**src/rtl/fna_pkg.sv**
```systemverilog
// ----------------------------------------------------------------------------
// fna_pkg
// Shared types and constants of the four-neighbor average stencil.
// ----------------------------------------------------------------------------
package fna_pkg;

    // Frame limits and sample width
    localparam int MAX_WIDTH  = 1024;
    localparam int MAX_HEIGHT = 1024;
    localparam int PIXEL_BITS = 16;

    // Derived widths
    localparam int SUM_BITS       = PIXEL_BITS + 2;
    localparam int COL_BITS       = $clog2(MAX_WIDTH);
    localparam int ROW_BITS       = $clog2(MAX_HEIGHT);
    localparam int CFG_BITS       = 11;
    localparam int CFG_INDEX_BITS = 1;
    localparam int MAX_DIM        = (MAX_WIDTH > MAX_HEIGHT) ? MAX_WIDTH : MAX_HEIGHT;
    localparam int DIM_NEED       = $clog2(MAX_DIM + 1);
    localparam int DIM_BITS       = (CFG_BITS > DIM_NEED) ? CFG_BITS : DIM_NEED;

    // Configuration register indexes
    localparam logic [CFG_INDEX_BITS-1:0] REG_FRAME_WIDTH  = CFG_INDEX_BITS'(0);
    localparam logic [CFG_INDEX_BITS-1:0] REG_FRAME_HEIGHT = CFG_INDEX_BITS'(1);

    // Reset value of both size registers
    localparam logic [CFG_BITS-1:0] SIZE_RESET = CFG_BITS'(1024);

    typedef enum logic [0:0] {
        OP_PIXEL = 1'b0,
        OP_FLUSH = 1'b1
    } opcode_t;

    // Input beat
    typedef struct packed {
        opcode_t               opcode;
        logic [PIXEL_BITS-1:0] pixel;
    } fna_in_t;

    // Result beat
    typedef struct packed {
        logic [SUM_BITS-1:0] average_quarters;
        logic                frame_end;
    } fna_out_t;

    // Per-item control handed from the sequencer to the datapath
    typedef struct packed {
        logic [COL_BITS-1:0]   col;
        logic [PIXEL_BITS-1:0] px;
        logic                  flush;
        logic                  emit;
        logic                  wr;
        logic                  up_en;
        logic                  left_en;
        logic                  right_en;
        logic                  frame_end;
        logic                  live;
    } fna_issue_t;

endpackage

```
**src/rtl/fna_ctrl.sv**
```systemverilog
// ----------------------------------------------------------------------------
// fna_ctrl
// Size registers, raster position counters and per-item decisions.
// ----------------------------------------------------------------------------
module fna_ctrl (
    input  logic                                aclk,
    input  logic                                aresetn,
    input  logic                                accept,
    input  fna_pkg::fna_in_t                    in_beat,
    input  logic                                cfg_we,
    input  logic [fna_pkg::CFG_INDEX_BITS-1:0]  cfg_index,
    input  logic [fna_pkg::CFG_BITS-1:0]        cfg_data,
    output fna_pkg::fna_issue_t                 issue
);
    import fna_pkg::*;

    logic [CFG_BITS-1:0] frame_width_reg;
    logic [CFG_BITS-1:0] frame_height_reg;
    logic [COL_BITS-1:0] col_reg, col_next;
    logic [ROW_BITS-1:0] row_reg, row_next;
    logic [COL_BITS-1:0] flush_reg, flush_next;
    logic                loaded_reg, loaded_next;

    logic [DIM_BITS-1:0] fw_ext, fh_ext, w_eff, h_eff;
    logic [DIM_BITS-1:0] c_ext, r_ext, fc_ext;
    logic [DIM_BITS-1:0] c_pos, r_pos, fc_pos;
    logic [DIM_BITS-1:0] c_inc, r_inc, fc_inc;
    logic                last_col, last_row, last_fcol;

    // Effective frame size: zero acts as one, too large acts as the maximum
    always_comb begin
        fw_ext = DIM_BITS'(frame_width_reg);
        fh_ext = DIM_BITS'(frame_height_reg);
        if (fw_ext == '0) begin
            w_eff = DIM_BITS'(1);
        end else if (fw_ext > DIM_BITS'(MAX_WIDTH)) begin
            w_eff = DIM_BITS'(MAX_WIDTH);
        end else begin
            w_eff = fw_ext;
        end
        if (fh_ext == '0) begin
            h_eff = DIM_BITS'(1);
        end else if (fh_ext > DIM_BITS'(MAX_HEIGHT)) begin
            h_eff = DIM_BITS'(MAX_HEIGHT);
        end else begin
            h_eff = fh_ext;
        end
    end

    // Positions clamped to the current frame size
    always_comb begin
        c_ext  = DIM_BITS'(col_reg);
        r_ext  = DIM_BITS'(row_reg);
        fc_ext = DIM_BITS'(flush_reg);
        c_pos  = (c_ext >= w_eff)  ? w_eff - DIM_BITS'(1) : c_ext;
        r_pos  = (r_ext >= h_eff)  ? h_eff - DIM_BITS'(1) : r_ext;
        fc_pos = (fc_ext >= w_eff) ? w_eff - DIM_BITS'(1) : fc_ext;
        c_inc  = c_pos + DIM_BITS'(1);
        r_inc  = r_pos + DIM_BITS'(1);
        fc_inc = fc_pos + DIM_BITS'(1);
        last_col  = (c_inc >= w_eff);
        last_row  = (r_inc >= h_eff);
        last_fcol = (fc_inc >= w_eff);
    end

    // Item decisions for the datapath
    always_comb begin
        issue.px = in_beat.pixel;
        case (in_beat.opcode)
            OP_PIXEL: begin
                issue.col       = c_pos[COL_BITS-1:0];
                issue.flush     = 1'b0;
                issue.emit      = !loaded_reg && (r_pos >= DIM_BITS'(1));
                issue.wr        = !loaded_reg;
                issue.up_en     = (r_pos >= DIM_BITS'(2));
                issue.left_en   = (c_pos != '0);
                issue.right_en  = !last_col;
                issue.frame_end = 1'b0;
            end
            OP_FLUSH: begin
                issue.col       = fc_pos[COL_BITS-1:0];
                issue.flush     = 1'b1;
                issue.emit      = loaded_reg;
                issue.wr        = 1'b0;
                issue.up_en     = (h_eff >= DIM_BITS'(2));
                issue.left_en   = (fc_pos != '0);
                issue.right_en  = !last_fcol;
                issue.frame_end = last_fcol;
            end
            default: begin
                issue.col       = '0;
                issue.flush     = 1'b0;
                issue.emit      = 1'b0;
                issue.wr        = 1'b0;
                issue.up_en     = 1'b0;
                issue.left_en   = 1'b0;
                issue.right_en  = 1'b0;
                issue.frame_end = 1'b0;
            end
        endcase
        issue.live = issue.emit || issue.wr;
    end

    // Counter advance on an accepted beat
    always_comb begin
        col_next    = col_reg;
        row_next    = row_reg;
        flush_next  = flush_reg;
        loaded_next = loaded_reg;
        if (accept) begin
            case (in_beat.opcode)
                OP_PIXEL: begin
                    if (!loaded_reg) begin
                        if (last_col) begin
                            col_next = '0;
                            if (last_row) begin
                                loaded_next = 1'b1;
                                row_next    = '0;
                                flush_next  = '0;
                            end else begin
                                row_next = r_inc[ROW_BITS-1:0];
                            end
                        end else begin
                            col_next = c_inc[COL_BITS-1:0];
                        end
                    end
                end
                OP_FLUSH: begin
                    if (loaded_reg) begin
                        if (last_fcol) begin
                            loaded_next = 1'b0;
                            flush_next  = '0;
                            col_next    = '0;
                            row_next    = '0;
                        end else begin
                            flush_next = fc_inc[COL_BITS-1:0];
                        end
                    end
                end
                default: begin
                end
            endcase
        end
    end

    always_ff @(posedge aclk) begin
        if (!aresetn) begin
            frame_width_reg  <= SIZE_RESET;
            frame_height_reg <= SIZE_RESET;
            col_reg          <= '0;
            row_reg          <= '0;
            flush_reg        <= '0;
            loaded_reg       <= 1'b0;
        end else begin
            col_reg    <= col_next;
            row_reg    <= row_next;
            flush_reg  <= flush_next;
            loaded_reg <= loaded_next;
            if (cfg_we) begin
                case (cfg_index)
                    REG_FRAME_WIDTH:  frame_width_reg  <= cfg_data;
                    REG_FRAME_HEIGHT: frame_height_reg <= cfg_data;
                    default: begin
                    end
                endcase
            end
        end
    end

endmodule

```
**config.mk**
```make
export PLATFORM = sky130hd
export DESIGN_NAME = fna_ctrl
export DESIGN_NICKNAME = d
export VERILOG_FILES = /design/src/rtl/fna_pkg.sv /design/src/rtl/fna_ctrl.sv
export SDC_FILE = /design/constraint.sdc
export NUM_CORES = 1
export LEC_CHECK = 0
export CORE_MARGIN = 5
export CORE_UTILIZATION = 35
export DETAILED_ROUTE_END_ITERATION = 7
export DONT_BUFFER_PORTS = 1
export SLEW_MARGIN = 20
export SYNTH_ARGS = -nofsm -noshare
export SYNTH_HDL_FRONTEND = slang
export SYNTH_SLANG_ARGS = --single-unit
```
**constraint.sdc**
```tcl
create_clock -name aclk -period 9.8 [get_ports aclk]
set_clock_uncertainty 0.1 [all_clocks]
set_input_delay 0.98 -clock aclk [delete_from_list [all_inputs] [get_ports aclk]]
set_output_delay 0.98 -clock aclk [all_outputs]
set_load 0.02 [all_outputs]
```
==> results.md <==
- After detailed routing, the average wire length per cell comes to 18.30 um.
- The number of antenna cells inserted is 0.
- The number of gates resized after CTS was 0.
- The max-cap violation count is 0.
- The pre-CTS setup slack is 2438 ps.
- The worst setup path category is flop to output pin.
- With fillers left out, the area of the finished cells amounts to 6125 sq um.
- The worst setup path is launched from a flop.
- Buffers placed on the I/O ports in this run total 0.
- The clock-pin slew on the worst setup and hold paths is 80 ps.
- Traced cell by cell, the critical path runs through nor4_4 -> a31oi_1 -> or2_2 -> inv_1 -> ha_1 -> nor2b_1 -> o21ai_0 -> a21oi_1 -> o32ai_2 -> o21ai_0 -> inv_1 -> ha_1 -> nand2_1 -> nor4_1 -> mux2i_1 -> a21oi_1 -> xnor2_1 -> ha_1 -> a21o_1 -> a21o_1 -> a21oi_1 -> nand2_1 -> o21ai_0.
- The total DRC errors in the routed layout is 0.
- After synthesis, the share of flip-flops with an asynchronous set or reset is 0%.
- The number of global-route vias before repair is 5249.
- The global-route usage over all layers is 17.34%.
- The wire length of the first global-routing pass is 28.38 mm.
- The count of nets after finishing is 840.
- In the routed layout, each cell is associated on average with a via count of 5.785.
- The clock network burns 27.0% of the power.
- The number of nets in the synthesized netlist is 880.
- Clock latency on the worst-skew pair, taken at its later pin, is 310 ps.
- For this run, the top clock speed supported by timing is 127.8 MHz.
- Measured against its own limit, the worst slew margin works out to 26.47%.
- The initial core utilization is 35.87%.
- In the finished design, the share of the clock period the worst path needs comes to 79.87%.
- The total net switching power is 302.4 uW.
- CTS built an H-tree with a depth of 2.
- In this run the count of I/O pins placed on the die edge is 67.
- In this run the cell area measured after placement is 5971 sq um.
- The synthesis-to-layout area growth is 2.599%.
- The buffering stage count on the worst path with inverters included is 2.
- The library cell used as clock root buffer is sky130_fd_sc_hd__clkbuf_16.
- The final global-route overflow total is 0.
- The total count of hold-check failures in the final report is 0.
- The initial antenna violation count was 0.
- The routed layout has 5507 vias.
- The total CTS buffers is 5.
- Setup total negative slack on the finished layout was measured at 0 ps.
- Setup repair after global routing left no endpoint under its margin.
- The post-synthesis sequential element count is 53.
- Dividing total power by cell area gives a power density of 120.5 nW/um^2.
- Fill cells in the final layout number 1766.
- TritonCTS built the clock tree.
- The most area-hungry cell type in the Yosys netlist is sky130_fd_sc_hd__dfxtp_1.
- The number of setup violations in the final report is 0.
- The proportion of netlist area held by the largest area contributor is 17.77%.
- The proportion of total power due to net switching is 40.97%.
- The sequential element share of the synthesized area is 17.77%.
- The core region is 16640 sq um.
- The count of yosys warnings during synthesis is 0.
- The worst hold-check slack is 415.7 ps.
- Yosys attributes the largest share of cell area to sky130_fd_sc_hd__dfxtp_1 18%, sky130_fd_sc_hd__ha_1 16%, sky130_fd_sc_hd__nand2_1 7.0%.
- Data arrives at the worst endpoint at 6750 ps.
- The type of destination of the critical path is an output pin.
- The pin count of the biggest net entering global routing is 44.
- The worst hold-check path type is flop to flop.
- The number of setup buffers added after CTS is 0.
- After synthesis, the netlist uses 87 different library cells.
- Yosys mapped a number of flops with a built-in enable equal to 0.
- The internal power consumption is 435.7 uW.
- The critical path's top delay family is compound AO/OA/AOI/OAI gates.
- The number of buffers added to fix hold violations after cts is 0.
- The pin slew with the least headroom to its limit is 1103 ps.
- The synthesized area is 5969 sq um.
- Among all flip-flop cells after synthesis, the most frequent one is sky130_fd_sc_hd__dfxtp_1.
- The gate count after technology mapping is 771.
- The count of final max-slew check failures was 0.
- The most common cell in the netlist is sky130_fd_sc_hd__nand2_1.
- The library cell contributing the largest single delay on the critical path is sky130_fd_sc_hd__o32ai_2.
- The routed design has 17.42 mm of wire.
- The worst-case setup margin in the final layout is 1973 ps.
- The HPWL after detailed placement is 13.54 mm.
- The leakage dissipation is 2.422 nW.
- The pre-antenna-repair detailed-routing pass consisted of 7 iterations.
- The critical path required time is 8720 ps.
- The average footprint of a synthesized cell is 7.743 sq um.
- The clock period could shrink to 7827 ps.
- The area of the die is 19770 sq um.
- The flow ran to the end, and the final reports show no timing, DRC or antenna violations.
- The tree built by TritonCTS fans out to 53 sinks.
- The number of DRC markers after the initial detailed-route iteration is 444.
- The fraction of layout cells with a size suffix above 1 is 6.284%.
- The height of the die is 140.6 um.
- The number of buffers on the longest clock path is 2.
- By count the netlist is led by 112 x sky130_fd_sc_hd__nand2_1, 76 x sky130_fd_sc_hd__ha_1, 53 x sky130_fd_sc_hd__dfxtp_1, 46 x sky130_fd_sc_hd__nor2_1, 39 x sky130_fd_sc_hd__o21ai_0.
- The register share of total power is 32.4%.
- In this run the remaining antenna-violating nets after routing total 0.
- Row generation in the floorplan step produced 47 rows.
- The top fanout value on the critical path is 15.
- The worst-case IR drop observed on VDD is 0.00006640 V.
- On the worst path, the slowest cell contributes a delay of 970 ps.
- At the end of routability-driven placement, the weighted congestion stood at 0.9042.
- The combinational group share of total power is 40.6%.
- The die width is 140.6 um.
per-layer routing:
layer / up-vias / track usage, % / routed length [um]
met1: 2633 / 24.93 / 8633
met2: 132 / 26.54 / 7507
met5: - / 0 / 0
met4: 0 / 4.029 / 267
met3: 16 / 3.691 / 1010
li1: 2726 / - / -
cell usage in the layout, fill, tap and decap left out, drive strengths merged, types with 7 or more instances in the layout:
cell type	instances
nand2	112
inv	28
a22oi	8
a22o	10
nand2b	12
nand4	8
and2	7
nand3	35
and3	7
a21boi	28
xor2	15
ha	76
a21oi	34
dfxtp	53
o21ai	41
a31oi	11
xnor2	18
mux2i	24
nor4	14
or4	7
nor2b	15
a21o	13
o21a	7
nor2	46
nor3	13
worst paths after layout:
check | from | endpoint | slack [ps] | cells past startpoint
worst min register to register | frame_width_reg[0] | frame_width_reg[0] | 420 | 2
worst max-delay path | frame_width_reg[6] | issue[2] | 1970 | 23
worst min-delay path | frame_width_reg[0] | frame_width_reg[0] | 420 | 2
worst max register to register | frame_width_reg[6] | flush_reg[6] | 2810 | 26
through the flow:
step                utilization [%]  total power [mW]  cells
floorplan                         -            0.4824    771
global placement              35.88            0.5402    944
detailed placement            35.88            0.5391    944
CTS                           36.80            0.7407    952
global route                  36.80            0.7877    952
finish                        36.80            0.7381    952
area by class of cell:
| class | count | area (sq um) | share of cell area [%] |
|---|---|---|---|
| clock inverters | 3 | 28.78 | 0.4699 |
| flip-flops and latches | 53 | 1061 | 17.32 |
| multi-input cells | 642 | 4511 | 73.65 |
| inverters | 25 | 93.84 | 1.532 |
| clock buffers | 5 | 125.1 | 2.043 |
| repair buffers | 4 | 30.03 | 0.4903 |
| well taps | 220 | 275.3 | 4.494 |
power groups by stage:
stage | registers [mW] | clock network, mW | logic, mW
detailed placement | 0.244 | 0 | 0.295
floorplan | 0.236 | 0 | 0.247
global placement | 0.244 | 0 | 0.296
finish | 0.239 | 0.199 | 0.300
global route | 0.241 | 0.211 | 0.335
CTS | 0.239 | 0.205 | 0.297
cell families after synthesis:
| group | after synthesis | share of synthesized area, % |
|---|---|---|
| xor+xnor | 33 | 4.968 |
| compound gates | 206 | 24.73 |
| mux | 26 | 4.402 |
| buf+inv | 76 | 6.791 |
| simple gates | 301 | 25.40 |
| flops | 53 | 17.77 |
| fa+ha+maj | 76 | 15.93 |
worst register-to-register path, stage by stage (launching register included):
cell and delay [ps]:
sky130_fd_sc_hd__dfxtp_1 420, sky130_fd_sc_hd__nor4_4 500, sky130_fd_sc_hd__a31oi_1 180, sky130_fd_sc_hd__or2_2 350, sky130_fd_sc_hd__inv_1 190, sky130_fd_sc_hd__ha_1 160, sky130_fd_sc_hd__nor2b_1 40, sky130_fd_sc_hd__o21ai_0 170
sky130_fd_sc_hd__a21oi_1 150, sky130_fd_sc_hd__o32ai_2 970, sky130_fd_sc_hd__o21ai_0 410, sky130_fd_sc_hd__inv_1 180, sky130_fd_sc_hd__ha_1 240, sky130_fd_sc_hd__nand2_1 60, sky130_fd_sc_hd__nor4_1 200, sky130_fd_sc_hd__mux2i_1 260
sky130_fd_sc_hd__a21oi_1 250, sky130_fd_sc_hd__xnor2_1 170, sky130_fd_sc_hd__ha_1 280, sky130_fd_sc_hd__a21o_1 180, sky130_fd_sc_hd__a21o_1 170, sky130_fd_sc_hd__a21oi_1 170, sky130_fd_sc_hd__nand2_1 120, sky130_fd_sc_hd__nor3_1 590
sky130_fd_sc_hd__nand2_1 150, sky130_fd_sc_hd__nor2_1 120, sky130_fd_sc_hd__a221o_1 150
(Power assumes the default switching activity.)
